**config.mk**
```make
export PLATFORM = sky130hd
export DESIGN_NAME = tdmcc_useq
export DESIGN_NICKNAME = d
export VERILOG_FILES = /design/src/hdl/tdmcc_pkg.sv /design/src/hdl/tdmcc_useq.sv
export SDC_FILE = /design/constraint.sdc
export NUM_CORES = 1
export LEC_CHECK = 0
export ABC_AREA = 1
export BUFFER_PORTS_ARGS = -buffer_cell sky130_fd_sc_hd__buf_4
export CAP_MARGIN = 10
export CORE_MARGIN = 1.5
export CORE_UTILIZATION = 50
export CTS_BUF_LIST = sky130_fd_sc_hd__clkbuf_2
export DETAILED_ROUTE_END_ITERATION = 16
export PLACE_DENSITY = 0.86
export REMOVE_ABC_BUFFERS = 1
export SETUP_SLACK_MARGIN = 0.02
export SLEW_MARGIN = 0
export SYNTH_ARGS = -nofsm -noshare
export SYNTH_HDL_FRONTEND = slang
export SYNTH_SLANG_ARGS = --single-unit
```
**constraint.sdc**
```tcl
create_clock -name clk -period 1.3 [get_ports clk]
set_input_delay 0.26 -clock clk [delete_from_list [all_inputs] [get_ports clk]]
set_output_delay 0.26 -clock clk [all_outputs]
set_load 0.005 [all_outputs]
```
**src/hdl/tdmcc_pkg.sv**
```systemverilog
// shared types, constants and microcode program for the 2-d min coin change block
package tdmcc_pkg;

  // fixed field widths
  localparam int unsigned COIN_W = 9;
  localparam int unsigned TGT_W  = 9;
  localparam int unsigned CNT_W  = 10;
  localparam int unsigned STEP_W = 4;

  // table entry codes
  localparam logic [CNT_W-1:0] UNREACHED = 10'd1023;
  localparam logic [CNT_W-1:0] TOP_COUNT = 10'd1022;

  // datapath actions, one per microcode step
  typedef enum logic [3:0] {
    ACT_IDLE,
    ACT_INIT,
    ACT_ROW,
    ACT_CELL,
    ACT_RDCOIN,
    ACT_RDDP,
    ACT_UPD,
    ACT_WRITE,
    ACT_NEXTA,
    ACT_DONE
  } act_t;

  // jump conditions
  typedef enum logic [2:0] {
    C_NONE,
    C_ALWAYS,
    C_NOT_GO,
    C_TGT_BAD,
    C_SKIP,
    C_MORE_COINS,
    C_MORE_B,
    C_MORE_A
  } cond_t;

  // one control word
  typedef struct packed {
    act_t              act;
    cond_t             cond;
    logic [STEP_W-1:0] target;
  } uword_t;

  // status flags from datapath to sequencer
  typedef struct packed {
    logic go;
    logic tgt_bad;
    logic skip;
    logic more_coins;
    logic more_b;
    logic more_a;
  } flags_t;

  // program addresses
  localparam logic [STEP_W-1:0] STEP_IDLE   = 4'd0;
  localparam logic [STEP_W-1:0] STEP_INIT   = 4'd1;
  localparam logic [STEP_W-1:0] STEP_ROW    = 4'd2;
  localparam logic [STEP_W-1:0] STEP_CELL   = 4'd3;
  localparam logic [STEP_W-1:0] STEP_RDCOIN = 4'd4;
  localparam logic [STEP_W-1:0] STEP_RDDP   = 4'd5;
  localparam logic [STEP_W-1:0] STEP_UPD    = 4'd6;
  localparam logic [STEP_W-1:0] STEP_WRITE  = 4'd7;
  localparam logic [STEP_W-1:0] STEP_NEXTA  = 4'd8;
  localparam logic [STEP_W-1:0] STEP_DONE   = 4'd9;

  // control store
  function automatic uword_t ucode_rom(input logic [STEP_W-1:0] step);
    uword_t w;
    unique case (step)
      STEP_IDLE:   w = '{ACT_IDLE,   C_NOT_GO,     STEP_IDLE};
      STEP_INIT:   w = '{ACT_INIT,   C_TGT_BAD,    STEP_DONE};
      STEP_ROW:    w = '{ACT_ROW,    C_NONE,       STEP_IDLE};
      STEP_CELL:   w = '{ACT_CELL,   C_SKIP,       STEP_WRITE};
      STEP_RDCOIN: w = '{ACT_RDCOIN, C_NONE,       STEP_IDLE};
      STEP_RDDP:   w = '{ACT_RDDP,   C_NONE,       STEP_IDLE};
      STEP_UPD:    w = '{ACT_UPD,    C_MORE_COINS, STEP_RDCOIN};
      STEP_WRITE:  w = '{ACT_WRITE,  C_MORE_B,     STEP_CELL};
      STEP_NEXTA:  w = '{ACT_NEXTA,  C_MORE_A,     STEP_ROW};
      STEP_DONE:   w = '{ACT_DONE,   C_ALWAYS,     STEP_IDLE};
      default:     w = '{ACT_IDLE,   C_ALWAYS,     STEP_IDLE};
    endcase
    return w;
  endfunction

endpackage

```
**src/hdl/tdmcc_useq.sv**
```systemverilog
// microcode sequencer: step counter, control store and conditional jumps
module tdmcc_useq (
  input  logic                clk,
  input  logic                rst_n,
  input  tdmcc_pkg::flags_t   flags,
  output tdmcc_pkg::act_t     act
);

  logic [tdmcc_pkg::STEP_W-1:0] step_r;
  logic [tdmcc_pkg::STEP_W-1:0] step_nxt;
  tdmcc_pkg::uword_t            word;
  logic                         taken;

  // fetch and jump decision
  always_comb begin
    word = tdmcc_pkg::ucode_rom(step_r);
    unique case (word.cond)
      tdmcc_pkg::C_NONE:       taken = 1'b0;
      tdmcc_pkg::C_ALWAYS:     taken = 1'b1;
      tdmcc_pkg::C_NOT_GO:     taken = !flags.go;
      tdmcc_pkg::C_TGT_BAD:    taken = flags.tgt_bad;
      tdmcc_pkg::C_SKIP:       taken = flags.skip;
      tdmcc_pkg::C_MORE_COINS: taken = flags.more_coins;
      tdmcc_pkg::C_MORE_B:     taken = flags.more_b;
      tdmcc_pkg::C_MORE_A:     taken = flags.more_a;
      default:                 taken = 1'b1;
    endcase
    step_nxt = taken ? word.target : step_r + tdmcc_pkg::STEP_W'(1);
    act      = word.act;
  end

  // step counter
  always_ff @(posedge clk) begin
    if (!rst_n) begin
      step_r <= tdmcc_pkg::STEP_IDLE;
    end else begin
      step_r <= step_nxt;
    end
  end

endmodule

```
# Word-level counts from Yosys, hierarchy flattened
# Memory sizes are Yosys's and may differ from the RTL's. A register that Yosys moved wholly into a read port is not among the register bits.
# Cells that the tools add are included.
# word_totals
input_bits,8
mem_count,1
output_inout_bits,4
rom_bits,176
word_cells,15
latchBits,0
ramBits,0
ff_bits,4
# classes
add_sub_neg,1
mul,0
div,0
muxes,3
n_shift,0
eq_ne,7
order_cmp,0
bitwise_logic,0
n_reduce_logical,2
# mem_list
name,words,word_bits,read_ports,rd_ports_with_merged_regs,write_ports,line_no,source
(no name shown),16,11,1,1,0,tdmcc_pkg.sv:72,unique case (step)
# op_table
op,count
"3-bit equality test, second input constant",4
4-bit two-way mux,2
1-bit case mux with 8 select lines,1
"3-bit by 2-bit equality test with 1-bit output, second input constant",2
"4-bit by 1-bit adder with 4-bit output, second input constant",1
"3-bit by 1-bit equality test with 1-bit output, second input constant",1
3-bit logical NOT,1
1-bit logical NOT,1

# Logic depth before layout (Yosys ltp)
# Gate-level depths: netlist of run 1.
# depth
ltp_word,4
depth_mapped,12
ltp_nobuf,12

# Least setup slack after synthesis of run 1
# No wires, ideal clock.
# synth_timing
path_type,reg2reg
start,"reg, netlist name word[6]"
end,"reg, netlist name word[5]"
t_arrival_ns,1.129
period_less_slack_ns,1.241
setup_time_ns,0.112
path_buffers,0
required_time_ns,1.188
stages_incl_launch_ff,12
setup_slack_ns,0.059
path_cell_list,dfxtp_1 inv_2 o21ai_1 nand2_1 nand2_2 nand2_2 nand2_1 inv_1 nor2_2 nand2_1 nand2_1 nor2_1
# synth_via
elab_chain_len,4
elab_cells_between_ends,11
classes_between,eq/ne: 7; mux: 3; reduce/logical: 1
# synth_lines
element,line_no,source
3-bit equality test (tied with other cells),tdmcc_useq.sv:17,unique case (word.cond)
1-bit case mux with 8 select lines (*),tdmcc_useq.sv:17,
4-bit two-way mux (*),tdmcc_useq.sv:28,step_nxt = taken ? word.target : step_r + tdmcc_pkg::STEP_W'(1);
4-bit two-way mux (no line) (*),n/a,
# Every way passes the cells marked *; elsewhere a longest branch is shown, timed or not.
# A chain may end at the register's enable or synchronous reset.

# Worst setup path after layout of run 1
# layout_timing
start,"reg, netlist name word[4]"
end,"reg, netlist name word[2]"
# layout_via
elab_chain_len,4
elab_cells_between_ends,11
classes_between,eq/ne: 7; mux: 3; reduce/logical: 1
# layout_lines
element,line_no
3-bit equality test (tied with other cells),tdmcc_useq.sv:17
1-bit case mux with 8 select lines (*),tdmcc_useq.sv:17
4-bit two-way mux (*),tdmcc_useq.sv:28
4-bit two-way mux (no line) (*),n/a
# Marked as above.

==> qor.yml, run 1 <==
portBuffers: 11
die_w_um: 40.1
finalSetupViolations: 8
critPathMaxStageDelay_ns: 0.35
vias: 615
synth_compound_gate_area_share: 0.0363
tightest_slew_ns: 0.203
cts_max_level: 1
internal-power_w: 0.00136
finalHoldViolations: 0
worst_ep_arrival_time_ns: 1.67
crit_required_ns: 1.52
cap_violations: 0
synth_cell_types: 18
worstHoldStart: "rst_n"
grt_pass1_vias: 587
violations: "negative setup slack"
rr_worst_depth: 11
worstSetupEndpointType: "flip-flop"
synth_top_area_frac: 0.436
antenna_found_initial: 0
synth_fa_ha_area_frac: 0.0181
remaining_drc_errors: 0
cp_max_fo: 8
antennaDiodeCount: 0
startpoint_type: "flip-flop"
path_cells: "inv_2 -> nand2_1 -> nand3_2 -> nand2_2 -> nand2_4 -> nand2_4 -> nand2_4 -> nand3_4 -> nor2_4 -> nand2_2 -> nor2_1"
pre_cts_ws_ns: -0.128
yosys_warnings: 0
path_class: "reg2reg"
max-slew-margin-rel: 0.865
die_area_um2: 1610
slew_viol_final: 0
ys_seq_elements: 15
cts.sinks: 15
finalCriticalPeriod_ns: 1.45
hold_path_end: "step_r[3]"
rsz0062_at_grt: "yes"
critical_path.top_delay_family: "simple AND/OR/NAND/NOR gates"
syn_to_final_growth_pct: 34.7
cp_num_buf_inv: 1
initial_core_util: 0.537
row_count: 13
yosysMostFrequentCell: "nand2_1"
clockBufferDepth: 2
synth_top_family_by_area: "simple AND/OR/NAND/NOR gates"
yosysSeqAreaShare: 0.436
clock_skew_ns: 0.000849
grt_max_degree: 9
p_comb_frac: 0.604
layout_worst_path_cycle_share: 1.12
cts_tree: "built"
crit_path_frequent_cell: "nand2_4"
reg2reg_setup_slack_ns: -0.15
final_util: 0.722
cts_buffers: 3
coreArea_um2: 1280
insertion_delay_ns: 0.27
fill_cells: 94
fmax_ghz: 0.690
antenna_left: 0
synthMuxAreaShare: 0
via_per_inst: 5.17
route.detailed.wl_per_inst_um: 12.9
fin_total_pwr_w: 0.00253
async_flop_share: 0
dieHeight_um: 40.1
timing.rr.end: "word[2]"
synth_edf_count: 0
drive_above_1_share: 0.538
holdWs_ns: 0.317
clk_pin_slew_ns: 0.14
hold_path_depth: 3
avgSynthCellArea_um2: 7.75
boundaryPins: 12
yosys-top-cells-area: "dfxtp_1 44%, nand2_1 11%, nand3_1 8.0%, inv_1 5.4%, nor2_4 4.9%"
grt_pass1_wl_um: 2380
ir_worst_vdd_uv: 1560
swShare: 0.464
hold_path.class: "in2reg"
cts_root_buffer: "clkbuf_2"
synth-simple-area-share: 0.370
syn_inst: 89
p_leak_nw: 0.455
grt_use_total: 0.226
seq_power_share: 0.307
drt-initial-drc-count: 32
r2r-start: "word[4]"
grt_overflow: 0
dr.pass1.iters: 4
power.density_nw_per_um2: 2730
synth_common_cells: "20 x nand2_1, 15 x dfxtp_1, 11 x nand3_1"
wl_um: 1540
synthFlopType: "dfxtp_1"
netlist_area_um2: 689
nNetsFinal: 114
pwr-share-clk: 0.089
place.gp.congestion: 0.767
layout_setup_ws_ns: -0.150
post-synth-top-area-cell: "dfxtp_1"
dpl.hpwl_um: 991
synth_xor_area_frac: 0.0254
power_switching_w: 0.00117
cp_slowest_cell: "dfxtp_2"
status: "finished with violations"
cell usage in the layout (no fill, tap or decap), types with 2 or more instances in the layout:
cell      count
buf_4        14
clkbuf_2      4
dfxtp_1      12
dfxtp_2       3
inv_1         7
inv_2         5
nand2_1      12
nand2_2       7
nand2_4       5
nand3_1       6
nand3_2       5
nand3_4       2
nor2_1        6
nor2_4        4
o21ai_2       2
through the flow:
stage	cell area, um2	TNS [ns]	std cells
floorplan	659	0	85
global placement	768	-0.365	112
detailed placement	768	-0.748	112
CTS	885	-0.484	118
global route	928	-1.45	119
finish	928	-0.668	119
worst max-delay path by stage:
stage                     startpoint       to  cells past startpoint
after CTS                    word[4]  word[5]                     11
after detailed placement     word[4]  word[5]                     11
after global placement      flags[0]  word[5]                     13
final                        word[4]  word[2]                     11
after floorplan              word[6]  word[5]                     11
after global routing         word[4]  word[2]                     11
worst register-to-register path: stages (launching register included):
cell,delay [ns]
dfxtp_2,0.35
inv_2,0.08
nand2_1,0.08
nand3_2,0.07
nand2_2,0.06
nand2_4,0.11
nand2_4,0.09
nand2_4,0.07
nand3_4,0.12
nor2_4,0.17
nand2_2,0.08
nor2_1,0.12
cell type report:
cell class,instances,area [um2],area share
multi-input combinational,57,418,0.450
sequential,15,304,0.327
timing repair buffer,15,116,0.125
inverter,13,51.3,0.0553
clock buffer,4,20.0,0.0216
tap,15,18.8,0.0202
state kept, by name, summed over array words and instances (netlist names):
register,flops
word,11
step_r,4
power groups by stage:
stage | Sequential (W) | Clock [W] | Combinational, W
6_report | 0.000777 | 0.000226 | 0.00153
5_1_grt | 0.000802 | 0.000241 | 0.00166
4_1_cts | 0.000764 | 0.000224 | 0.00138
3_5_place_dp | 0.000758 | 0 | 0.00111
3_3_place_gp | 0.000755 | 0 | 0.00106
2_1_floorplan | 0.000754 | 0 | 0.000814
what timing repair did:
action,4_1_cts,5_1_grt
setup endpoints to repair,9,13
buffers inserted,2,1
resized for setup,24,10
pin swaps,6,11
hold buffers,0,0
cells by family after synthesis:
group                    count (synthesis)
AO/OA/AOI/OAI                            5
XOR/XNOR                                 2
adder cells (fa/ha/maj)                  1
buffers and inverters                   17
flip-flops                              15
AND/OR/NAND/NOR                         49
routing by layer:
layer	vias up	track usage	routed length, um
met3	12	0.0333	46
met2	22	0.379	783
met4	0	0.155	72
met5	-	0	0
met1	281	0.261	635
li1	300	-	-
(Power assumes the default switching activity.)
==> inputs of run 2 (changes only) <==
- CORE_UTILIZATION: 50 -> 53
- PLACE_DENSITY: 0.86 -> 0.87
- clock period: 1.3 -> 1.7 ns (I/O delays scaled with it)
==> qor.yml, run 2 (synthesized netlist as in run 1, its figures left out) <==
cts_max_level: 1  # unchanged
insertion_delay_ns: 0.29  # +0.02 ns
grt_overflow: 0  # unchanged
nNetsFinal: 110  # -3.5%
grt_use_total: 0.199  # -0.0268
row_count: 12  # -1
antennaDiodeCount: 0  # unchanged
vias: 560  # -8.9%
initial_core_util: 0.596  # +0.0598
cp_max_fo: 6  # -2
drt-initial-drc-count: 12  # -63%
syn_to_final_growth_pct: 13.1
cts_root_buffer: "clkbuf_2"
die_area_um2: 1530  # -5.2%
wl_um: 1270  # -17%
cap_violations: 0  # unchanged
cts_buffers: 3  # unchanged
portBuffers: 11  # unchanged
dieHeight_um: 39.1  # -2.7%
coreArea_um2: 1160  # -10%
post_cts_resized: 0  # -100%
antenna_left: 0  # unchanged
worst_ep_arrival_time_ns: 1.73  # +0.06 ns
critPathMaxStageDelay_ns: 0.36  # about the same
fill_cells: 93  # -1.1%
finalSetupViolations: 0  # -8
layout_worst_path_cycle_share: 0.884  # -0.232
power.density_nw_per_um2: 2030  # -26%
route.detailed.wl_per_inst_um: 11.1  # -14%
crit_required_ns: 1.92  # +0.40 ns
pre_cts_ws_ns: 0.197  # +0.325 ns
cts.sinks: 15  # unchanged
path_cells: "inv_1 -> o21ai_1 -> nand2_1 -> nand2_2 -> nand2_2 -> nand2_1 -> nand3_1 -> nor2_1 -> nor2_1 -> nor2_1"
cp_slowest_cell: "dfxtp_1"
path_class: "reg2reg"
slew_viol_final: 0  # unchanged
mostFrequentLayoutCell: "nand2_1"
tightest_slew_ns: 0.236  # +0.0328 ns
post_cts_buffers: 0  # -2
ctsHoldBuffers: 0  # unchanged
die_w_um: 39.1  # -2.7%
layout_setup_ws_ns: 0.198  # +0.348 ns
place.gp.congestion: 0.794  # +3.5%
startpoint_type: "flip-flop"
crit_path_frequent_cell: "nor2_1"
finalCriticalPeriod_ns: 1.50  # +0.0521 ns
p_leak_nw: 0.404  # -11%
dpl.hpwl_um: 975  # -1.5%
clockBufferDepth: 2  # unchanged
finalHoldViolations: 0  # unchanged
clock_skew_ns: 0.0102  # +0.00940 ns
final_cell_mix: "20 x nand2_1, 15 x dfxtp_1, 11 x nand3_1, 11 x buf_4, 10 x inv_1"
fin_total_pwr_w: 0.00158  # -38%
grt_max_degree: 9  # unchanged
via_per_inst: 4.91  # -4.9%
status: "finished clean"
cts_tree: "built"
drive_above_1_share: 0.280  # -0.258
largest_reg_flops: 11  # unchanged
fmax_ghz: 0.666  # -3.5%
worstSetupEndpointType: "flip-flop"
holdWs_ns: 0.365  # +0.0480 ns
multi_input_area_um2: 310  # -26%
ir_worst_vdd_uv: 1100  # -29%
max-slew-margin-rel: 0.843  # -0.0216
boundaryPins: 12  # unchanged
tns_ns: 0  # +0.668 ns
grt_pass1_vias: 478  # -19%
grt_pass1_wl_um: 1920  # -19%
remaining_drc_errors: 0  # unchanged
antenna_found_initial: 0  # unchanged
clk_pin_slew_ns: 0.14  # about the same
rsz0062_at_grt: "no"
seqCellArea_um2: 300  # -1.2%
dr.pass1.iters: 4  # unchanged
hold_path.class: "in2reg"
run 2: layout make-up:
| class | instances | area share |
|---|---|---|
| Sequential cell | 15 | 0.385 |
| Multi-Input combinational cell | 57 | 0.398 |
| Timing Repair Buffer | 11 | 0.106 |
| Clock buffer | 4 | 0.0257 |
| Inverter | 13 | 0.0626 |
| Tap cell | 14 | 0.0225 |
run 2: report_power, final:
part / switching [W] / internal, W
sequential: 0.0000707 / 0.000510
combinational: 0.000517 / 0.000312
clock: 0.000108 / 0.0000624
run 2: metrics by stage:
step / area [um2] / instances / utilization
finish: 779 / 114 / 0.674
global route: 779 / 114 / 0.674
CTS: 779 / 114 / 0.674
detailed placement: 759 / 110 / 0.657
global placement: 759 / 110 / 0.657
floorplan: 659 / 85 / -
run 2: final timing paths:
kind              slack (ns)        end  cells past startpoint     from
hold reg to reg         0.59  step_r[0]                      4  word[0]
setup reg to reg        0.20    word[5]                     10  word[4]
hold / removal          0.37  step_r[2]                      3    rst_n
setup / recovery        0.20    word[5]                     10  word[4]
run 2: routing by layer:
| layer | wire [um] | track usage |
|---|---|---|
| met2 | 597 | 0.317 |
| met4 | 27 | 0.129 |
| met5 | 0 | 0 |
| met3 | 80 | 0.0694 |
| met1 | 567 | 0.221 |
run 2: critical path, delay by kind of cell, from the launching register on:
kind	cells	cell delay [ns]
and+or+nand+nor	8	0.88
AOI/OAI and AO/OA	1	0.12
DFF	1	0.36
buffers and inverters	1	0.08
